File: config.mk
export PLATFORM = sky130hd
export DESIGN_NAME = compacting_entry_list_core_flat
export DESIGN_NICKNAME = d
export VERILOG_FILES = /design/src/hw/rtl/cel_pkg.sv /design/src/hw/rtl/cel_if.sv /design/src/hw/rtl/cel_ram.sv /design/src/hw/rtl/cel_datapath.sv /design/src/hw/rtl/cel_controller.sv /design/src/hw/rtl/compacting_entry_list_core.sv /design/src/flat_wrapper.sv
export SDC_FILE = /design/constraint.sdc
export NUM_CORES = 2
export LEC_CHECK = 0
export ABC_AREA = 1
export BUFFER_PORTS_ARGS = -buffer_cell sky130_fd_sc_hd__clkbuf_2
export CAP_MARGIN = 10
export CORE_ASPECT_RATIO = 1.1
export CORE_UTILIZATION = 51
export DETAILED_ROUTE_END_ITERATION = 10
export PLACE_DENSITY = 0.66
export SLEW_MARGIN = 10
export SYNTH_ARGS = -nofsm -noshare
export SYNTH_HDL_FRONTEND = slang
export SYNTH_SLANG_ARGS = --single-unit
export TNS_END_PERCENT = 100
File: constraint.sdc
create_clock -name clk -period 6.15 [get_ports clk]
set_clock_uncertainty 0.2 [all_clocks]
set_input_delay 0 -clock clk [delete_from_list [all_inputs] [get_ports clk]]
set_output_delay 0 -clock clk [all_outputs]
set_load 0.01 [all_outputs]
File: src/hw/rtl/cel_pkg.sv
// Shared types, codes and constants of the compacting entry list.
`default_nettype none

package cel_pkg;

	// Field widths fixed by the request and result formats.
	localparam int ACTION_W    = 3;
	localparam int POSITION_W  = 6;
	localparam int VALUE_W     = 32;
	localparam int DROP_W      = 7;
	localparam int STATUS_W    = 2;
	localparam int COUNT_OUT_W = 7;

	// Default number of entries the list can hold.
	localparam int DEPTH_DEFAULT = 64;

	// Request codes; the remaining codes are ignored.
	typedef enum logic [ACTION_W-1:0] {
		ACT_APPEND       = 3'd0,
		ACT_GET          = 3'd1,
		ACT_REMOVE_AT    = 3'd2,
		ACT_REMOVE_VALUE = 3'd3,
		ACT_SHRINK       = 3'd4
	} action_t;

	// Result status codes.
	typedef enum logic [STATUS_W-1:0] {
		STS_OK        = 2'd0,
		STS_FULL      = 2'd1,
		STS_RANGE     = 2'd2,
		STS_NOT_FOUND = 2'd3
	} status_t;

	// Controller states.
	typedef enum logic [2:0] {
		S_IDLE,
		S_DECODE,
		S_GET_WAIT,
		S_SCAN_RD,
		S_SCAN_CMP,
		S_MOVE_RD,
		S_MOVE_WR,
		S_FINISH
	} state_t;

	// Commands from the controller to the datapath.
	typedef struct packed {
		logic    capture;
		logic    do_append;
		logic    do_shrink;
		logic    dec_count;
		logic    rd_pos;
		logic    rd_idx;
		logic    rd_next;
		logic    wr_move;
		logic    idx_load_pos;
		logic    idx_load_zero;
		logic    idx_inc;
		logic    set_res;
		status_t res_status;
		logic    res_take_rd;
		logic    load_out;
	} dp_cmd_t;

	// Status from the datapath to the controller.
	typedef struct packed {
		action_t action;
		logic    pos_ok;
		logic    full;
		logic    move_done;
		logic    scan_end;
		logic    match;
		logic    out_free;
	} dp_status_t;

endpackage

`default_nettype wire

File: src/hw/rtl/cel_if.sv
// Request and response channel interfaces of the compacting entry list.
`default_nettype none

interface cel_req_if;
	logic                          valid;
	logic                          ready;
	logic [cel_pkg::ACTION_W-1:0]   action;
	logic [cel_pkg::POSITION_W-1:0] position;
	logic [cel_pkg::VALUE_W-1:0]    entry_value;
	logic [cel_pkg::DROP_W-1:0]     drop_amount;

	modport source (
		output valid, action, position, entry_value, drop_amount,
		input  ready
	);
	modport sink (
		input  valid, action, position, entry_value, drop_amount,
		output ready
	);
endinterface

interface cel_rsp_if;
	logic                           valid;
	logic                           ready;
	logic [cel_pkg::VALUE_W-1:0]     read_value;
	logic [cel_pkg::STATUS_W-1:0]    status;
	logic [cel_pkg::COUNT_OUT_W-1:0] entry_count;

	modport source (
		output valid, read_value, status, entry_count,
		input  ready
	);
	modport sink (
		input  valid, read_value, status, entry_count,
		output ready
	);
endinterface

`default_nettype wire

File: src/hw/rtl/cel_ram.sv
// Generic single-write, single-read RAM with a registered read port.
`default_nettype none

module cel_ram #(
	parameter int WIDTH = 32,
	parameter int DEPTH = 64
) (
	input  wire logic                     clk,
	input  wire logic                     wr_en,
	input  wire logic [$clog2(DEPTH)-1:0] wr_addr,
	input  wire logic [WIDTH-1:0]         wr_data,
	input  wire logic                     rd_en,
	input  wire logic [$clog2(DEPTH)-1:0] rd_addr,
	output logic      [WIDTH-1:0]         rd_data
);

	logic [WIDTH-1:0] mem_q [DEPTH];

	// Write port.
	always_ff @(posedge clk) begin
		if (wr_en) begin
			mem_q[wr_addr] <= wr_data;
		end
	end

	// Registered read port; the data holds until the next read.
	always_ff @(posedge clk) begin
		if (rd_en) begin
			rd_data <= mem_q[rd_addr];
		end
	end

endmodule

`default_nettype wire

File: src/hw/rtl/cel_datapath.sv
// Datapath of the compacting entry list: request latch, count, index, RAM and result register.
`default_nettype none

module cel_datapath #(
	parameter int DEPTH = cel_pkg::DEPTH_DEFAULT
) (
	input  wire logic                            clk,
	input  wire logic                            arst_n,
	input  wire logic [cel_pkg::ACTION_W-1:0]     req_action,
	input  wire logic [cel_pkg::POSITION_W-1:0]   req_position,
	input  wire logic [cel_pkg::VALUE_W-1:0]      req_entry_value,
	input  wire logic [cel_pkg::DROP_W-1:0]       req_drop_amount,
	input  wire cel_pkg::dp_cmd_t                 cmd,
	output cel_pkg::dp_status_t                   st,
	input  wire logic                            rsp_ready,
	output logic                                 rsp_valid,
	output logic      [cel_pkg::VALUE_W-1:0]      read_value,
	output logic      [cel_pkg::STATUS_W-1:0]     status,
	output logic      [cel_pkg::COUNT_OUT_W-1:0]  entry_count
);

	import cel_pkg::*;

	localparam int AW = $clog2(DEPTH);
	localparam int CW = $clog2(DEPTH + 1);
	localparam int KW = (CW > DROP_W) ? CW : DROP_W;

	logic [ACTION_W-1:0]   action_q;
	logic [POSITION_W-1:0] pos_q;
	logic [VALUE_W-1:0]    value_q;
	logic [DROP_W-1:0]     drop_q;

	logic [CW-1:0]         count_q;
	logic [CW-1:0]         count_d;
	logic [CW-1:0]         idx_q;
	logic [CW:0]           idx_next;

	logic                  ram_wr_en;
	logic [AW-1:0]         ram_wr_addr;
	logic [VALUE_W-1:0]    ram_wr_data;
	logic                  ram_rd_en;
	logic [AW-1:0]         ram_rd_addr;
	logic [VALUE_W-1:0]    ram_rd_data;

	status_t               res_status_q;
	logic [VALUE_W-1:0]    res_value_q;
	status_t               res_status_now;
	logic [VALUE_W-1:0]    res_value_now;
	logic                  out_free;

	// Request latch, loaded on the input transfer.
	always_ff @(posedge clk) begin
		if (cmd.capture) begin
			action_q <= req_action;
			pos_q    <= req_position;
			value_q  <= req_entry_value;
			drop_q   <= req_drop_amount;
		end
	end

	assign idx_next = {1'b0, idx_q} + (CW + 1)'(1);

	// Next entry count for append, removal and shrink.
	always_comb begin
		count_d = count_q;
		if (cmd.do_append) begin
			count_d = count_q + CW'(1);
		end else if (cmd.dec_count) begin
			count_d = count_q - CW'(1);
		end else if (cmd.do_shrink) begin
			if (KW'(drop_q) <= KW'(count_q)) begin
				count_d = count_q - CW'(drop_q);
			end else begin
				count_d = '0;
			end
		end
	end

	always_ff @(posedge clk or negedge arst_n) begin
		if (!arst_n) begin
			count_q <= '0;
		end else begin
			count_q <= count_d;
		end
	end

	// Walk index for the search and for moving entries down.
	always_ff @(posedge clk) begin
		if (cmd.idx_load_pos) begin
			idx_q <= CW'(pos_q);
		end else if (cmd.idx_load_zero) begin
			idx_q <= '0;
		end else if (cmd.idx_inc) begin
			idx_q <= idx_next[CW-1:0];
		end
	end

	// RAM port selection.
	always_comb begin
		ram_wr_en   = cmd.do_append | cmd.wr_move;
		ram_wr_addr = cmd.wr_move ? idx_q[AW-1:0] : count_q[AW-1:0];
		ram_wr_data = cmd.wr_move ? ram_rd_data : value_q;
		ram_rd_en   = cmd.rd_pos | cmd.rd_idx | cmd.rd_next;
		if (cmd.rd_pos) begin
			ram_rd_addr = AW'(pos_q);
		end else if (cmd.rd_next) begin
			ram_rd_addr = idx_next[AW-1:0];
		end else begin
			ram_rd_addr = idx_q[AW-1:0];
		end
	end

	cel_ram #(
		.WIDTH (VALUE_W),
		.DEPTH (DEPTH)
	) u_ram (
		.clk     (clk),
		.wr_en   (ram_wr_en),
		.wr_addr (ram_wr_addr),
		.wr_data (ram_wr_data),
		.rd_en   (ram_rd_en),
		.rd_addr (ram_rd_addr),
		.rd_data (ram_rd_data)
	);

	// Result held while the output register is still occupied.
	assign res_status_now = cmd.set_res ? cmd.res_status : res_status_q;
	assign res_value_now  = cmd.set_res ? (cmd.res_take_rd ? ram_rd_data : '0) : res_value_q;

	always_ff @(posedge clk) begin
		if (cmd.set_res) begin
			res_status_q <= res_status_now;
			res_value_q  <= res_value_now;
		end
	end

	// Output register; it frees as soon as its transfer completes.
	assign out_free = !rsp_valid || rsp_ready;

	always_ff @(posedge clk or negedge arst_n) begin
		if (!arst_n) begin
			rsp_valid <= 1'b0;
		end else if (cmd.load_out) begin
			rsp_valid <= 1'b1;
		end else if (rsp_ready) begin
			rsp_valid <= 1'b0;
		end
	end

	always_ff @(posedge clk) begin
		if (cmd.load_out) begin
			read_value  <= res_value_now;
			status      <= res_status_now;
			entry_count <= COUNT_OUT_W'(count_d);
		end
	end

	// Status toward the controller.
	always_comb begin
		st.action    = action_t'(action_q);
		st.pos_ok    = KW'(pos_q) < KW'(count_q);
		st.full      = count_q == CW'(DEPTH);
		st.move_done = idx_next >= {1'b0, count_q};
		st.scan_end  = idx_q >= count_q;
		st.match     = ram_rd_data == value_q;
		st.out_free  = out_free;
	end

	a_count_bound: assert property (@(posedge clk) disable iff (!arst_n)
		count_q <= CW'(DEPTH))
		else $error("entry count beyond capacity");

	a_append_room: assert property (@(posedge clk) disable iff (!arst_n)
		cmd.do_append |-> count_q < CW'(DEPTH))
		else $error("append written into a full list");

	a_move_inside: assert property (@(posedge clk) disable iff (!arst_n)
		cmd.wr_move |-> idx_next < {1'b0, count_q})
		else $error("entry move outside the held entries");

	a_load_free: assert property (@(posedge clk) disable iff (!arst_n)
		cmd.load_out |-> out_free)
		else $error("result loaded over an unsent result");

	a_count_cause: assert property (@(posedge clk) disable iff (!arst_n)
		!$stable(count_q) |-> $past(cmd.do_append || cmd.dec_count || cmd.do_shrink))
		else $error("entry count changed without a command");

endmodule

`default_nettype wire

File: src/hw/rtl/cel_controller.sv
// Controller state machine of the compacting entry list.
`default_nettype none

module cel_controller (
	input  wire logic                clk,
	input  wire logic                arst_n,
	input  wire logic                in_valid,
	output logic                     in_ready,
	input  wire cel_pkg::dp_status_t st,
	output cel_pkg::dp_cmd_t         cmd
);

	import cel_pkg::*;

	state_t state_q;
	state_t state_d;

	always_ff @(posedge clk or negedge arst_n) begin
		if (!arst_n) begin
			state_q <= S_IDLE;
		end else begin
			state_q <= state_d;
		end
	end

	// Next state and commands.
	always_comb begin
		cmd      = '0;
		state_d  = state_q;
		in_ready = 1'b0;
		unique case (state_q)
			S_IDLE: begin
				in_ready = 1'b1;
				if (in_valid) begin
					cmd.capture = 1'b1;
					state_d     = S_DECODE;
				end
			end
			S_DECODE: begin
				unique case (st.action)
					ACT_APPEND: begin
						cmd.set_res = 1'b1;
						if (st.full) begin
							cmd.res_status = STS_FULL;
						end else begin
							cmd.do_append = 1'b1;
						end
					end
					ACT_GET: begin
						if (st.pos_ok) begin
							cmd.rd_pos = 1'b1;
							state_d    = S_GET_WAIT;
						end else begin
							cmd.set_res    = 1'b1;
							cmd.res_status = STS_RANGE;
						end
					end
					ACT_REMOVE_AT: begin
						if (st.pos_ok) begin
							cmd.idx_load_pos = 1'b1;
							state_d          = S_MOVE_RD;
						end else begin
							cmd.set_res    = 1'b1;
							cmd.res_status = STS_RANGE;
						end
					end
					ACT_REMOVE_VALUE: begin
						cmd.idx_load_zero = 1'b1;
						state_d           = S_SCAN_RD;
					end
					ACT_SHRINK: begin
						cmd.do_shrink = 1'b1;
						cmd.set_res   = 1'b1;
					end
					default: begin
						// Unused codes complete with nothing changed.
						cmd.set_res = 1'b1;
					end
				endcase
			end
			S_GET_WAIT: begin
				cmd.set_res     = 1'b1;
				cmd.res_take_rd = 1'b1;
			end
			S_SCAN_RD: begin
				if (st.scan_end) begin
					cmd.set_res    = 1'b1;
					cmd.res_status = STS_NOT_FOUND;
				end else begin
					cmd.rd_idx = 1'b1;
					state_d    = S_SCAN_CMP;
				end
			end
			S_SCAN_CMP: begin
				if (st.match) begin
					state_d = S_MOVE_RD;
				end else begin
					cmd.idx_inc = 1'b1;
					state_d     = S_SCAN_RD;
				end
			end
			S_MOVE_RD: begin
				if (st.move_done) begin
					cmd.dec_count = 1'b1;
					cmd.set_res   = 1'b1;
				end else begin
					cmd.rd_next = 1'b1;
					state_d     = S_MOVE_WR;
				end
			end
			S_MOVE_WR: begin
				cmd.wr_move = 1'b1;
				cmd.idx_inc = 1'b1;
				state_d     = S_MOVE_RD;
			end
			S_FINISH: begin
				if (st.out_free) begin
					cmd.load_out = 1'b1;
					state_d      = S_IDLE;
				end
			end
			default: begin
				state_d = S_IDLE;
			end
		endcase

		// A finished request goes straight out when the output register is free.
		if (cmd.set_res) begin
			if (st.out_free) begin
				cmd.load_out = 1'b1;
				state_d      = S_IDLE;
			end else begin
				state_d = S_FINISH;
			end
		end
	end

	a_ready_idle: assert property (@(posedge clk) disable iff (!arst_n)
		(in_valid && in_ready) |=> state_q == S_DECODE)
		else $error("accepted request not decoded");

	a_move_pairs: assert property (@(posedge clk) disable iff (!arst_n)
		state_q == S_MOVE_WR |-> $past(state_q) == S_MOVE_RD)
		else $error("entry move without a preceding read");

	a_get_read: assert property (@(posedge clk) disable iff (!arst_n)
		state_q == S_GET_WAIT |-> $past(cmd.rd_pos))
		else $error("get result without a read");

endmodule

`default_nettype wire

File: src/hw/rtl/compacting_entry_list_core.sv
// Top level of the compacting entry list: controller, datapath and channel wiring.
`default_nettype none

// An ordered list of up to DEPTH 32-bit entries, kept packed from position 0 in one
// RAM with a registered read port. Each request transfer (append, get, remove at index,
// remove first matching value, shrink) yields exactly one response transfer carrying the
// value read, a status and the new entry count. One request is worked on at a time; the
// next request is taken once the previous result has entered the output register, which
// may still be waiting for its own transfer. Removal moves the later entries down one at
// a time through the single RAM port pair, each move a read and then a write; remove-value
// first searches from position 0, reading and comparing one entry at a time.
module compacting_entry_list_core #(
	parameter int DEPTH = cel_pkg::DEPTH_DEFAULT
) (
	input wire logic  clk,
	input wire logic  arst_n,
	cel_req_if.sink   req,
	cel_rsp_if.source rsp
);

	import cel_pkg::*;

	dp_cmd_t    cmd;
	dp_status_t st;

	cel_controller u_ctrl (
		.clk      (clk),
		.arst_n   (arst_n),
		.in_valid (req.valid),
		.in_ready (req.ready),
		.st       (st),
		.cmd      (cmd)
	);

	cel_datapath #(
		.DEPTH (DEPTH)
	) u_dp (
		.clk             (clk),
		.arst_n          (arst_n),
		.req_action      (req.action),
		.req_position    (req.position),
		.req_entry_value (req.entry_value),
		.req_drop_amount (req.drop_amount),
		.cmd             (cmd),
		.st              (st),
		.rsp_ready       (rsp.ready),
		.rsp_valid       (rsp.valid),
		.read_value      (rsp.read_value),
		.status          (rsp.status),
		.entry_count     (rsp.entry_count)
	);

endmodule

`default_nettype wire

File: src/flat_wrapper.sv
// flat-port wrapper written by rule: the top's interface ports become plain ports
module compacting_entry_list_core_flat import cel_pkg::*;
#(
	parameter int DEPTH = cel_pkg::DEPTH_DEFAULT
)
  (clk, arst_n, req_valid, req_action, req_position, req_entry_value, req_drop_amount, req_ready, rsp_valid, rsp_read_value, rsp_status, rsp_entry_count, rsp_ready);
  cel_req_if req_i ();
  cel_rsp_if rsp_i ();
  input wire logic clk;
  input wire logic arst_n;
  input wire logic [$bits(req_i.valid)-1:0] req_valid;
  input wire logic [$bits(req_i.action)-1:0] req_action;
  input wire logic [$bits(req_i.position)-1:0] req_position;
  input wire logic [$bits(req_i.entry_value)-1:0] req_entry_value;
  input wire logic [$bits(req_i.drop_amount)-1:0] req_drop_amount;
  output wire logic [$bits(req_i.ready)-1:0] req_ready;
  output wire logic [$bits(rsp_i.valid)-1:0] rsp_valid;
  output wire logic [$bits(rsp_i.read_value)-1:0] rsp_read_value;
  output wire logic [$bits(rsp_i.status)-1:0] rsp_status;
  output wire logic [$bits(rsp_i.entry_count)-1:0] rsp_entry_count;
  input wire logic [$bits(rsp_i.ready)-1:0] rsp_ready;
  assign req_i.valid = req_valid;
  assign req_i.action = req_action;
  assign req_i.position = req_position;
  assign req_i.entry_value = req_entry_value;
  assign req_i.drop_amount = req_drop_amount;
  assign req_ready = req_i.ready;
  assign rsp_valid = rsp_i.valid;
  assign rsp_read_value = rsp_i.read_value;
  assign rsp_status = rsp_i.status;
  assign rsp_entry_count = rsp_i.entry_count;
  assign rsp_i.ready = rsp_ready;
  compacting_entry_list_core #(.DEPTH(DEPTH)) u_core (.clk(clk), .arst_n(arst_n), .req(req_i), .rsp(rsp_i));
endmodule
==> results.yml <==
clock_network:
  cts_resized: 0
  clkTransAtPathRegs_ns: 0.06
  cts_sinks: 2221
  cts_setup_buffers: 0
  htreeDepth: 4
  numCtsBuffers: 211
  cts_tree: "yes"
  cts.path.max_buffers: 3
  clk_latency_ns: 0.87
  root_buffer: "clkbuf_16"
  holdBufCountCts: 102
timing:
  rsz0062_at_grt: "no"
  max_slew_margin_pct: 22.1
  timing.final.crit_share_pct: 86.0
  setup_slack_ns: 0.859
  drv_slew: 0
  tightest_slew_ns: 1.17
  finalHoldViolations: 0
  setup_viol: 0
  max_freq_mhz: 189
  timing.final.crit_period_ns: 5.29
  tns_ns: 0
yosys:
  ys_warn_count: 0
  synth-seq-cells: 2221
  async_flop_share_pct: 0.495
  avgSynthCellArea_sq_um: 11.2
  netlist_area_sq_um: 98100
  synth_flop_cell: "edfxtp_1"
  synthesis.nets: 8843
  synth_sequential_area_ratio_pct: 67.9
  ys_types: 44
  synthCells: 8758
  synth-edff-count: 2209
drt:
  wl_per_cell_microns: 24.0
  drc_errors: 0
  routed_wl_mm: 278
  drt_iter0_markers: 8203
  firstDrtPassIters: 8
  viasPerCell: 5.82
  ant_nets: 0
  route.vias.total: 67300
critical_path:
  critPathRequiredTime_ns: 6.65
  rrSetupSlack_ns: 0.86
  critPathCaptureType: "register"
  arrival_ns: 5.79
  cp_max_fo: 55
  critical_path.startpoint_type: "register"
  worstSetupPathType: "reg -> reg"
finish:
  area_delta_synth_final_pct: 12.2
  finalNonFillerCells: 11600
  final_util_pct: 57.7
  nets: 8924
  drive_gt1_share_pct: 8.18
die:
  rows: 168
  initial_core_util_pct: 51.4
  core_sq_um: 191000
  dieArea_sq_um: 194000
  die_y_microns: 462
  die_w_microns: 420
  io_pins: 95
power:
  seqPwrFrac_pct: 41.0
  p_leak_nw: 42.4
  vdd_drop_max_uv: 364
  p_clk_share_pct: 25.8
  swShare_pct: 37.2
  combPwrFrac_pct: 33.3
  internal_power_mw: 29.9
  power.switching_mw: 17.7
  power_density_nw_per_um2: 432
global_routing:
  grtUsageTotal_pct: 28.3
  grt_pass1_vias: 64700
  grt_overflow_total: 0
  grt_max_degree: 141
  grt_antenna_before_repair: 6
  grt_pass1_wl_mm: 411
placed_design:
  io_buffers: 94
  place_ws_ns: 0.925
  place_congestion: 0.859
  dp_cells: 11100
  dp_hpwl_mm: 151
outcome:
  status: "complete, no violations"
run:
  cap_violations: 0
min_path:
  hp-class: "in -> async"
==> registers in the layout, summed over array words and instances (netlist names) <==
name                       cells
u_core.u_dp.u_ram.rd_data     32
u_core.u_dp.entry_count        7
u_core.u_dp.value_q           32
u_core.u_dp.idx_q              7
u_core.u_dp.status             2
u_core.u_ctrl.state_q          3
u_core.u_dp.rsp_valid          1
u_core.u_dp.read_value        32
u_core.u_dp.action_q           3
u_core.u_dp.u_ram.mem_q     2048
u_core.u_dp.count_q            7
u_core.u_dp.drop_q             7
u_core.u_dp.res_value_q       32
u_core.u_dp.pos_q              6
u_core.u_dp.res_status_q       2
==> cells by family (layout without fill, tap and decap cells) <==
family | after synthesis | count (layout) | synth area share [%]
adder cells (fa/ha/maj) | 33 | 33 | 0.428
other | 0 | 3 | 0
flip-flops | 2221 | 2221 | 67.9
buffers and inverters | 1839 | 2084 | 7.57
AO/OA/AOI/OAI | 146 | 146 | 0.822
XOR/XNOR | 29 | 29 | 0.259
AND/OR/NAND/NOR | 4490 | 4490 | 23.0
==> synth_stat cells, drive strengths merged, types with 19 or more instances <==
library cell / number / area [sq um]
xnor2: 20 / 175
o21ai: 101 / 509
edfxtp: 2209 / 66300
nand3: 2208 / 11100
nor2: 104 / 398
inv: 1265 / 4750
ha: 32 / 400
buf: 359 / 1870
nand3b: 762 / 5720
nand2: 1373 / 5170
a21oi: 19 / 106
clkbuf: 213 / 800
==> layer usage <==
metal	vias up	track usage, %	share of wire, %
met3	620	4.76	9.1
li1	30300	-	-
met5	-	0	0.0076
met2	3272	46.1	47
met4	4	13.0	4.6
met1	33100	37.3	39
==> final cells by class <==
type                       instances  area (sq um)
fill                           15400         80700
sequential                      2221         66600
clock buffer                     269          5580
tap                             2550          3190
antenna                            3          7.51
multi-input combinational       4698         25000
timing repair buffer             440          4170
inverter                        1267          4780
clock inverter                   108           743
==> cell usage in the layout, fill, tap and decap left out, types with 4 or more instances in the layout <==
master	instances
a31oi_1	5
xor2_1	9
nor2_2	4
nor2_1	34
clkbuf_2	94
o211ai_1	8
clkinv_1	53
nor2_4	66
buf_4	176
nor3_1	11
clkinv_2	33
xnor2_1	20
o21ai_0	65
dlygate4sd3_1	102
o21ai_4	35
nand3b_1	762
or2_2	4
nor4_1	7
inv_6	8
a21oi_1	17
nand4_1	17
edfxtp_1	2209
dfrtp_1	11
buf_12	68
nand2_1	1369
clkinvlp_4	7
clkbuf_16	215
bufinv_16	7
inv_1	1256
nand3_1	2207
inv_2	6
clkbuf_1	54
ha_1	32
==> stage by stage <==
step	hold WS [ns]	total power, mW	area, sq um
floorplan	-0.496	29.5	98100
CTS	0.0161	47.5	110000
global placement	-0.301	35.1	103000
finish	0.0591	47.6	110000
global route	0.0998	49.6	110000
detailed placement	-0.295	35.3	103000
==> power groups by stage <==
stage          clock network (mW)  logic [mW]  registers, mW
5_1_grt                      12.9        17.1           19.5
3_5_place_dp                    0        15.5           19.8
4_1_cts                      12.4        15.6           19.5
3_3_place_gp                    0        15.3           19.8
2_1_floorplan                   0        9.69           19.8
6_report                     12.3        15.8           19.5
==> worst max-delay path, cell delays in order (launching register included) <==
cell	delay, ns
edfxtp_1	0.48
ha_1	0.21
nand2_1	0.07
nor2_1	0.17
inv_1	0.07
o21ai_0	0.16
inv_1	0.08
ha_1	0.29
nand2_1	0.07
nand2_1	0.05
nor2_1	0.20
nand3_1	0.35
nand2_1	0.15
nand2_1	0.06
nand2_1	0.15
nand2_8	0.23
inv_8	0.45
buf_12	0.31
buf_12	0.30
nand3_1	0.12
nand3_1	0.08
nand3_1	0.10
nand3_1	0.15
nand3_1	0.30
nand2_1	0.23
==> worst paths after layout <==
path,cells past startpoint,end,start
worst max-delay path,24,u_core.u_dp.u_ram.rd_data[28],u_core.u_dp.idx_q[0]
min in group clk,7,u_core.u_ctrl.state_q[0],req_valid
worst max register to register,24,u_core.u_dp.u_ram.rd_data[28],u_core.u_dp.idx_q[0]
max in group asynchronous,3,u_core.u_dp.count_q[1],arst_n
worst min-delay path,3,u_core.u_dp.count_q[3],arst_n
worst min register to register,2,u_core.u_dp.idx_q[6],u_core.u_dp.idx_q[6]
(Power assumes the default switching activity.)
